File: src/hw/rtl/assert_macros.svh
// ---------------------------------------------------------------------------
// Assertion macros
// Shared concurrent assertion forms for the LCD nibble writer RTL.
// ---------------------------------------------------------------------------
`ifndef ASSERT_MACROS_SVH
`define ASSERT_MACROS_SVH

// Same-cycle implication, disabled while reset is held
`define ASSERT_IMPL(label, clk, rst_n, ante, cons) \
    label: assert property (@(posedge clk) disable iff (!(rst_n)) (ante) |-> (cons)) \
        else $error("assertion failed: same-cycle implication");

// Next-cycle implication, disabled while reset is held
`define ASSERT_NEXT(label, clk, rst_n, ante, cons) \
    label: assert property (@(posedge clk) disable iff (!(rst_n)) (ante) |=> (cons)) \
        else $error("assertion failed: next-cycle implication");

`endif

File: src/hw/rtl/clnw_pkg.sv
// ---------------------------------------------------------------------------
// clnw_pkg
// Types and constants shared by the character LCD nibble writer.
// ---------------------------------------------------------------------------
package clnw_pkg;

    // Decimal conversion limits
    localparam int MAX_DIGITS = 5;
    localparam int CNT_W      = $clog2(MAX_DIGITS + 1);

    // Configuration register indexes
    localparam int CFG_IDX_W = 2;
    localparam logic [CFG_IDX_W-1:0] CFG_LINE_ONE_BASE = 2'd0;
    localparam logic [CFG_IDX_W-1:0] CFG_LINE_TWO_BASE = 2'd1;

    // Register reset values
    localparam logic [7:0] LINE_ONE_RESET = 8'd128;
    localparam logic [7:0] LINE_TWO_RESET = 8'd192;

    // Cursor rows
    localparam logic [1:0] ROW_FIRST  = 2'd0;
    localparam logic [1:0] ROW_SECOND = 2'd1;

    // Register select codes
    localparam logic RS_INSTR = 1'b0;
    localparam logic RS_DATA  = 1'b1;

    localparam logic [7:0] ASCII_ZERO = 8'h30;

    typedef enum logic [1:0] {
        KIND_CMD    = 2'd0,
        KIND_DATA   = 2'd1,
        KIND_CURSOR = 2'd2,
        KIND_NUMBER = 2'd3
    } t_kind;

    typedef enum logic [1:0] {
        ST_IDLE,
        ST_CONV,
        ST_LOAD,
        ST_EMIT
    } t_state;

    typedef struct packed {
        t_kind       kind;
        logic [15:0] value;
        logic [1:0]  row;
        logic [4:0]  column;
    } t_in_item;

    typedef struct packed {
        logic [3:0] nibble;
        logic       reg_select;
        logic       last;
    } t_out_item;

    typedef struct packed {
        logic [12:0] quotient;
        logic [3:0]  remainder;
    } t_div_result;

endpackage

File: src/hw/rtl/clnw_div10.sv
// ---------------------------------------------------------------------------
// clnw_div10
// Divide a 16-bit value by ten: reciprocal multiply plus remainder fix-up.
// ---------------------------------------------------------------------------
module clnw_div10 (
    input  logic [15:0]               i_dividend,
    output clnw_pkg::t_div_result     o_result
);
    import clnw_pkg::*;

    // 2^19 / 10 rounded up; exact for every 16-bit dividend
    localparam logic [15:0] RECIP = 16'hCCCD;

    logic [31:0] w_product;
    logic [12:0] w_quot;
    logic [15:0] w_times_ten;
    logic [15:0] w_diff;

    // Take the quotient from the scaled product
    assign w_product   = {16'd0, i_dividend} * {16'd0, RECIP};
    assign w_quot      = w_product[31:19];

    // Rebuild quotient times ten with shifts and subtract
    assign w_times_ten = {w_quot[12:0], 3'b000} + {2'b00, w_quot[12:0], 1'b0};
    assign w_diff      = i_dividend - w_times_ten;

    assign o_result.quotient  = w_quot;
    assign o_result.remainder = w_diff[3:0];

endmodule

File: src/hw/rtl/char_lcd_nibble_writer.sv
// ---------------------------------------------------------------------------
// char_lcd_nibble_writer
// Turns command, data, cursor and decimal items into 4-bit LCD nibble beats.
// ---------------------------------------------------------------------------
// Usage:
//   Input channel (i_in_valid / o_in_ready, i_in) takes one item at a time.
//   Output channel (o_out_valid / i_out_ready, o_out) gives one beat per
//   enable strobe: high nibble first, with last set on the item's final beat.
//   Configuration channel (i_cfg_valid / o_cfg_ready) writes the two row
//   base addresses; it is always ready and should be used while idle.
// Timing:
//   Command, data and cursor items: first beat in the cycle after acceptance,
//   two beats, ready again the cycle after the last beat is taken.
//   Decimal items: one digit per cycle through the shared divide-by-ten
//   unit (1 to 5 digits), then per digit a load state and two beats.
//   Cursor moves off the display give no beats and free the input at once.
// Reset: returns to idle with the base addresses at 0x80 and 0xC0.
// Receiver stall: the current beat holds until taken; input stays not ready.
// ---------------------------------------------------------------------------
`include "assert_macros.svh"

module char_lcd_nibble_writer #(
    parameter int COLUMNS = 16
) (
    input  logic                                i_clk,
    input  logic                                i_rst_n,
    input  logic                                i_cfg_valid,
    output logic                                o_cfg_ready,
    input  logic [clnw_pkg::CFG_IDX_W-1:0]      i_cfg_index,
    input  logic [7:0]                          i_cfg_data,
    input  logic                                i_in_valid,
    output logic                                o_in_ready,
    input  clnw_pkg::t_in_item                  i_in,
    output logic                                o_out_valid,
    input  logic                                i_out_ready,
    output clnw_pkg::t_out_item                 o_out
);
    import clnw_pkg::*;

    localparam logic [5:0] COL_LIMIT = 6'(COLUMNS);

    t_state             r_state, n_state;
    logic [7:0]         r_line_one, r_line_two;
    logic [7:0]         r_byte, n_byte;
    logic               r_rs, n_rs;
    logic               r_final, n_final;
    logic               r_half, n_half;
    logic [15:0]        r_rem, n_rem;
    logic [CNT_W-1:0]   r_cnt, n_cnt;
    logic [3:0]         r_digits [MAX_DIGITS];

    logic               w_in_acc, w_out_acc;
    logic               w_cursor_ok;
    logic [7:0]         w_base;
    logic [CNT_W-1:0]   w_rd_idx;
    logic               w_digit_we;
    t_div_result        w_div;

    // Shared divide-by-ten unit
    clnw_div10 u_div10 (
        .i_dividend (r_rem),
        .o_result   (w_div)
    );

    assign w_in_acc    = i_in_valid && o_in_ready;
    assign w_out_acc   = o_out_valid && i_out_ready;
    assign o_cfg_ready = 1'b1;
    assign o_in_ready  = (r_state == ST_IDLE);
    assign o_out_valid = (r_state == ST_EMIT);

    // Drive the current beat from the held byte
    assign o_out.nibble     = r_half ? r_byte[3:0] : r_byte[7:4];
    assign o_out.reg_select = r_rs;
    assign o_out.last       = r_half && r_final;

    assign w_cursor_ok = ({1'b0, i_in.column} < COL_LIMIT) &&
                         (i_in.row inside {ROW_FIRST, ROW_SECOND});
    assign w_base      = (i_in.row == ROW_FIRST) ? r_line_one : r_line_two;
    assign w_rd_idx    = r_cnt - CNT_W'(1);
    assign w_digit_we  = (r_state == ST_CONV) && (r_cnt < CNT_W'(MAX_DIGITS));

    // Configuration registers
    always_ff @(posedge i_clk) begin
        if (!i_rst_n) begin
            r_line_one <= LINE_ONE_RESET;
            r_line_two <= LINE_TWO_RESET;
        end else if (i_cfg_valid && o_cfg_ready) begin
            case (i_cfg_index)
                CFG_LINE_ONE_BASE: r_line_one <= i_cfg_data;
                CFG_LINE_TWO_BASE: r_line_two <= i_cfg_data;
                default: ;
            endcase
        end
    end

    // Sequencer registers
    always_ff @(posedge i_clk) begin
        if (!i_rst_n) begin
            r_state <= ST_IDLE;
            r_half  <= 1'b0;
            r_cnt   <= '0;
            r_rem   <= '0;
        end else begin
            r_state <= n_state;
            r_half  <= n_half;
            r_cnt   <= n_cnt;
            r_rem   <= n_rem;
        end
    end

    // Payload registers
    always_ff @(posedge i_clk) begin
        r_byte  <= n_byte;
        r_rs    <= n_rs;
        r_final <= n_final;
    end

    // Digit store, filled least significant first
    always_ff @(posedge i_clk) begin
        if (w_digit_we) begin
            r_digits[r_cnt] <= w_div.remainder;
        end
    end

    // Next state and datapath control
    always_comb begin
        n_state = r_state;
        n_byte  = r_byte;
        n_rs    = r_rs;
        n_final = r_final;
        n_half  = r_half;
        n_rem   = r_rem;
        n_cnt   = r_cnt;
        case (r_state)
            ST_IDLE: begin
                if (w_in_acc) begin
                    n_half = 1'b0;
                    case (i_in.kind)
                        KIND_CMD, KIND_DATA: begin
                            n_byte  = i_in.value[7:0];
                            n_rs    = (i_in.kind == KIND_DATA) ? RS_DATA : RS_INSTR;
                            n_final = 1'b1;
                            n_state = ST_EMIT;
                        end
                        KIND_CURSOR: begin
                            n_byte  = w_base + {3'b000, i_in.column};
                            n_rs    = RS_INSTR;
                            n_final = 1'b1;
                            if (w_cursor_ok) begin
                                n_state = ST_EMIT;
                            end
                        end
                        KIND_NUMBER: begin
                            n_rem   = i_in.value;
                            n_cnt   = '0;
                            n_state = ST_CONV;
                        end
                        default: ;
                    endcase
                end
            end
            ST_CONV: begin
                // One digit per cycle; stop once the quotient runs out
                if (w_digit_we) begin
                    n_cnt = r_cnt + CNT_W'(1);
                end
                n_rem = {3'b000, w_div.quotient};
                if (w_div.quotient == '0) begin
                    n_state = ST_LOAD;
                end
            end
            ST_LOAD: begin
                // Fetch the next digit, most significant first
                n_byte  = ASCII_ZERO + {4'h0, r_digits[w_rd_idx]};
                n_rs    = RS_DATA;
                n_final = (r_cnt == CNT_W'(1));
                n_cnt   = w_rd_idx;
                n_half  = 1'b0;
                n_state = ST_EMIT;
            end
            ST_EMIT: begin
                if (w_out_acc) begin
                    if (!r_half) begin
                        n_half = 1'b1;
                    end else if (r_cnt != '0) begin
                        n_state = ST_LOAD;
                    end else begin
                        n_state = ST_IDLE;
                    end
                end
            end
            default: n_state = ST_IDLE;
        endcase
    end

    // Never take an item while a beat is on offer
    `ASSERT_IMPL(a_ready_excl, i_clk, i_rst_n, o_in_ready, !o_out_valid)
    // The final beat of an item frees the input next cycle
    `ASSERT_NEXT(a_last_frees, i_clk, i_rst_n, w_out_acc && o_out.last, o_in_ready)
    // Beats of one item follow without reopening the input
    `ASSERT_NEXT(a_no_gap, i_clk, i_rst_n, w_out_acc && !o_out.last, !o_in_ready)
    // Digit count stays within the store
    `ASSERT_IMPL(a_cnt_range, i_clk, i_rst_n, 1'b1, r_cnt <= CNT_W'(MAX_DIGITS))

endmodule
File: config.mk
export PLATFORM = sky130hd
export DESIGN_NAME = char_lcd_nibble_writer
export DESIGN_NICKNAME = d
export VERILOG_FILES = /design/src/hw/rtl/clnw_pkg.sv /design/src/hw/rtl/clnw_div10.sv /design/src/hw/rtl/char_lcd_nibble_writer.sv
export VERILOG_INCLUDE_DIRS = /design/src /design/src/hw/rtl
export SDC_FILE = /design/constraint.sdc
export NUM_CORES = 1
export LEC_CHECK = 0
export BUFFER_PORTS_ARGS = -buffer_cell sky130_fd_sc_hd__buf_2
export CORE_MARGIN = 3
export CORE_UTILIZATION = 38
export DETAILED_ROUTE_END_ITERATION = 8
export PLACE_DENSITY = 0.52
export SLEW_MARGIN = 30
export SYNTH_ARGS = -nofsm -noshare
export SYNTH_HDL_FRONTEND = slang
export SYNTH_SLANG_ARGS = --single-unit
export TNS_END_PERCENT = 1
File: constraint.sdc
create_clock -name i_clk -period 15.85 [get_ports i_clk]
set_input_delay 0 -clock i_clk [delete_from_list [all_inputs] [get_ports i_clk]]
set_output_delay 0 -clock i_clk [all_outputs]
set_load 0.005 [all_outputs]
# == Word-level counts from Yosys, hierarchy flattened ==
# Memories as Yosys holds them, arrays and structs flattened.
# Index checks and enable logic that the tools add are counted.
# op_classes
addsub,6
mul,1
order_cmp,2
n_eq_ne,18
n_mux,32
n_reduce_logical,26
# op_table
operator,n
$mul A16 B16 Y32 const B,1
$mux W16,2
$pmux W16 S2,1
$pmux W8 S2,2
$mux W8,2
$logic_not A13 Y1,1
$mux W2,6
$reduce_and A3 Y1,4
$ne A2 B1 Y1 const B,5
$mux W3,3
$pmux W3 S3,1
$reduce_bool A3 Y1,3
$add A8 B5 Y8,1
$eq A2 B1 Y1 const B,4
$eq A2 B2 Y1 const B,4
$logic_not A2 Y1,4
$mux W1,8
$pmux W2 S4,1
$add A6 B4 Y7 const A,1
$pmux W1 S2,3
$pmux W2 S3,1
$reduce_bool A2 Y1,3
$logic_and A1 B1 Y1,5
$lt A5 B5 Y1 const B,1
other kinds (16),18
# word_totals
ff_bits,48
ramBits,20
input_bits,40
mem_count,1
# memory_table
name,words,width,rd,rd_ports_with_merged_regs,wr,line_no,rtl
r_digits,5,4,1,0,1,char_lcd_nibble_writer.sv:50,logic [3:0] r_digits [MAX_DIGITS];

# == Longest topological paths before layout ==
# depth
word_depth,7
depth_mapped,23
depth_no_buf,23

# == Cells and area by module ==
# Synthesis repeated with hierarchy kept, for this count alone.
# unflattened
cells_unflattened,828
area_unflattened_um2,8303.0
# by_module_without_submodules
module,n_inst,cells_each,area_per_inst_um2,seq_area_each_um2
clnw_div10,1,502,4764.6,0.0
char_lcd_nibble_writer,1,326,3538.4,1661.6

# == Least setup slack after synthesis ==
# OpenSTA, ideal clock, no wires.
# synth_timing
kind,flip-flop to flip-flop
start,register r_rem[6]
end,register r_state[0]
t_arrival_ps,5475
required_ps,15725
path_slack_ps,10250
stages_incl_launch_ff,22
synth_period_minus_slack_ps,5600
cell_sequence,dfxtp_1 ha_1 inv_1 fa_1 inv_1 fa_1 fa_1 fa_1 inv_1 fa_1 inv_1 ha_1 nand2_1 a21boi_1 a21oi_1 a211oi_4 a41oi_2 o21bai_2 xor2_1 nor4_1 a32oi_2 mux2i_1
# synth_between
elab_chain_len,4
# synth_rtl
element,line_no,rtl
from (decl),char_lcd_nibble_writer.sv:48,"logic [15:0] r_rem, n_rem;"
from (signal assigned),char_lcd_nibble_writer.sv:107,r_rem <= n_rem;
$mul A16 B16 Y32,clnw_div10.sv:20,"assign w_product = {16'd0, i_dividend} * {16'd0, RECIP};"
$logic_not A13 Y1,char_lcd_nibble_writer.sv:168,if (w_div.quotient == '0) begin
$ne A2 B1 Y1 (no source line),n/a,
$reduce_and A5 Y1 (no source line),n/a,
to (signal assigned),char_lcd_nibble_writer.sv:104,r_state <= n_state;
to (decl),char_lcd_nibble_writer.sv:42,"t_state r_state, n_state;"
# No other way between the ends.
# A chain may end at the register's enable or synchronous reset.

==> impl_metrics.sql <==
INSERT INTO impl_metrics (metric_group, metric, value, unit) VALUES
('outcome', 'run_status', 'complete, no violations', ''),
('logic_synthesis', 'synth_top_cell_area_share', '22.7', '%'),
('worst_setup_path', 'timing.rr.start', 'r_rem[4]', ''),
('grt', 'grt_start_max_net_pins', '32', ''),
('detailed_routing', 'detailedRoute.firstIterationViolations', '211', ''),
('worst_setup_path', 'worst_stage_delay_on_the_critical_path', '0.57', 'ns'),
('logic_synthesis', 'ys_types', '64', ''),
('detailed_routing', 'drtPass1Iterations', '4', ''),
('placement', 'gp_congestion', '0.869', ''),
('detailed_routing', 'route.detailed.vias_per_inst', '4.91', ''),
('detailed_routing', 'wirelength', '19500', 'um'),
('timing', 'maxSlewViolCount', '0', ''),
('timing', 'worstMarginPinSlew', '0.890', 'ns'),
('logic_synthesis', 'synthTopCellsByArea', 'ha_1 (23%), fa_1 (20%), edfxtp_1 (11%), dfxtp_1 (9.3%), inv_1 (8.2%)', ''),
('layout', 'drive_gt1_share', '11.2', '%'),
('min_path', 'min-delay-start', 'i_out_ready', ''),
('die', 'core_region_area', '0.0211', 'sq mm'),
('logic_synthesis', 'synth.most_common_cell', 'inv_1', ''),
('grt', 'grt.overflow.total', '0', ''),
('detailed_routing', 'routed.top_layer', 'met4', ''),
('logic_synthesis', 'synthFlopType', 'dfxtp_1', ''),
('worst_setup_path', 'crit_path_max_fanout', '7', ''),
('logic_synthesis', 'synthesis.area_per_instance', '10.0', 'sq um'),
('die', 'fp-row-count', '53', ''),
('grt', 'grt_pass1_wl', '32200', 'um'),
('layout', 'final_net_count', '1139', ''),
('clock_tree', 'clkSlewWorstSetupHoldPaths', '0.06', 'ns'),
('worst_setup_path', 'critical_path.reg2reg.endpoint', 'r_digits[2][3]', ''),
('min_path', 'worstHoldPathType', 'in2reg', ''),
('worst_setup_path', 'setup.worst_path.start_class', 'flop', ''),
('layout', 'final_cell_count_no_fill', '1151', ''),
('worst_setup_path', 'crit_arrival', '6.63', 'ns'),
('min_path', 'min_path_cells', '3', ''),
('detailed_routing', 'route.vias.total', '5648', ''),
('clock_tree', 'tritoncts.num_buffers', '9', ''),
('layout', 'diodes', '0', ''),
('worst_setup_path', 'crit_type', 'reg2reg', ''),
('detailed_routing', 'post_drt_wl_per_cell', '17.0', 'um'),
('detailed_routing', 'post-route-drc-count', '0', ''),
('timing', 'timing.final.crit_period', '6.53', 'ns'),
('timing', 'hold_viol', '0', ''),
('die', 'num_io_pins', '49', ''),
('grt', 'antenna_found_initial', '0', ''),
('timing', 'setup_repair_after_global_routing_missed_its_margin', 'false', ''),
('clock_tree', 'htreeDepth', '3', ''),
('logic_synthesis', 'syn-num-nets', '1083', ''),
('grt', 'vias_in_the_first_global_route', '5901', ''),
('layout', 'layout-area-overhead-vs-synth', '11.9', '%'),
('logic_synthesis', 'synthesis.area', '0.00817', 'sq mm'),
('worst_setup_path', 'setup.worst_path.end_class', 'flop', ''),
('logic_synthesis', 'synth-edff-count', '30', ''),
('logic_synthesis', 'synthCells', '815', ''),
('clock_tree', 'cts_tree', 'done', ''),
('min_path', 'hold_path_end', 'r_half', ''),
('detailed_routing', 'wl_met1', '9640', 'um'),
('timing', 'skew', '0.0112', 'ns'),
('worst_setup_path', 'crit_chain', 'ha_1 -> xor2_1 -> ha_1 -> fa_1 -> inv_1 -> fa_1 -> inv_1 -> fa_1 -> fa_1 -> ha_1 -> nand4_1 -> a2111oi_0 -> a2111oi_2 -> xnor2_1 -> ha_1 -> xor2_1 -> xnor2_1 -> xnor2_1', ''),
('die', 'die_h', '153', 'um'),
('clock_tree', 'clock_sink_count', '68', ''),
('logic_synthesis', 'synth_sequential_area_ratio', '20.3', '%'),
('placement', 'place.port_buffers', '47', ''),
('placement', 'dp_hpwl', '16600', 'um'),
('worst_setup_path', 'reg2reg_slack', '9.32', 'ns'),
('clock_tree', 'clockBufferDepth', '2', ''),
('die', 'die-area', '0.0233', 'sq mm'),
('die', 'start_util', '38.8', '%'),
('layout', 'finish.utilization', '43.4', '%'),
('detailed_routing', 'antenna_violating_nets_post_route', '0', ''),
('clock_tree', 'clk-insertion-delay-late', '0.32', 'ns'),
('logic_synthesis', 'yosys_warnings', '0', ''),
('timing', 'setup-tns-final', '0', 'ns');
-- kinds of logic (layout without fill, tap and decap cells) --
kind of cell / Yosys count / after routing / synth area share [%]
buffers and inverters: 199 / 260 / 9.58
DFF: 68 / 68 / 20.3
adders and majority gates: 228 / 228 / 42.3
other: 1 / 1 / 0.0459
and+or+nand+nor: 114 / 114 / 6.86
muxes: 49 / 49 / 6.77
AOI/OAI and AO/OA: 123 / 123 / 10.6
xor gates and xnor gates: 33 / 33 / 3.54
-- cell usage in the layout (no fill, tap or decap), types with 4 or more instances in the layout --
cell and count:
a211oi_1 13, a21boi_1 4, a21o_1 14, a21oi_1 37, and2_1 4, buf_2 47, buf_4 4, clkbuf_16 9
dfxtp_1 38, dlygate4sd3_1 13, edfxtp_1 30, fa_1 80, ha_1 148, inv_1 178, mux2_2 10, mux2i_1 34
mux4_2 4, nand2_1 31, nand3_1 10, nor2_1 39, nor2b_1 4, nor3_1 4, o211ai_1 5, o21ai_0 12
o21bai_1 4, xnor2_1 20, xor2_1 13
-- per-layer routing --
metal,up-vias,GRT usage (%)
li1,2829,-
met1,2708,24.9
met5,-,0
met2,97,27.5
met4,0,2.97
met3,14,2.95
-- registers in the layout, summed over array words and instances, names as in the netlist --
name        count
r_byte          8
r_cnt           3
r_digits       20
r_final         1
r_half          1
r_line_one      8
r_line_two      8
r_rem          16
r_rs            1
r_state         2
-- how the worst max path moves through the flow --
| stage | end | startpoint | slack (ns) | cells after the start |
|---|---|---|---|---|
| 2_1_floorplan | r_state[0] | r_rem[6] | 10.25 | 21 |
| 6_report | r_digits[2][3] | r_rem[4] | 9.32 | 18 |
| 4_1_cts | r_digits[2][3] | r_rem[4] | 9.27 | 18 |
| 3_3_place_gp | r_digits[2][3] | r_rem[5] | 9.46 | 18 |
| 5_1_grt | r_digits[4][3] | r_rem[3] | 8.96 | 18 |
| 3_5_place_dp | r_digits[2][3] | r_rem[4] | 9.35 | 18 |
-- per-stage QoR --
stage	instance area [sq um]	hold WS [ns]	setup WS [ns]
CTS	9140	0.00636	9.27
finish	9140	0.0149	9.32
floorplan	8170	0.124	10.25
global route	9140	0.0403	8.96
detailed placement	8690	0.245	9.35
global placement	8680	0.239	9.46
-- cell type report --
cell class,count,area (sq um),area share (%)
Sequential cell,68,1660,18.2
Inverter,180,676,7.39
Multi-Input combinational cell,548,5750,62.9
Tap cell,275,344,3.76
Clock inverter,6,88.8,0.972
Clock buffer,10,229,2.50
Timing Repair Buffer,64,395,4.32
-- what timing repair did --
item                      in CTS  in global routing
buffers inserted               0                  0
hold buffers                  13                  0
hold endpoints to repair      19                  0
-- worst max-delay path: cells and delay by family, from the launching register on --
family / cells / cell delay (ns)
buf+inv: 2 / 0.11
compound gates: 2 / 0.69
xor+xnor: 5 / 1.35
flops: 1 / 0.51
simple gates: 1 / 0.16
fa+ha+maj: 8 / 3.50
Power is not shown: default switching activity piles up to over one toggle a cycle in this logic, so the estimate is an artifact.
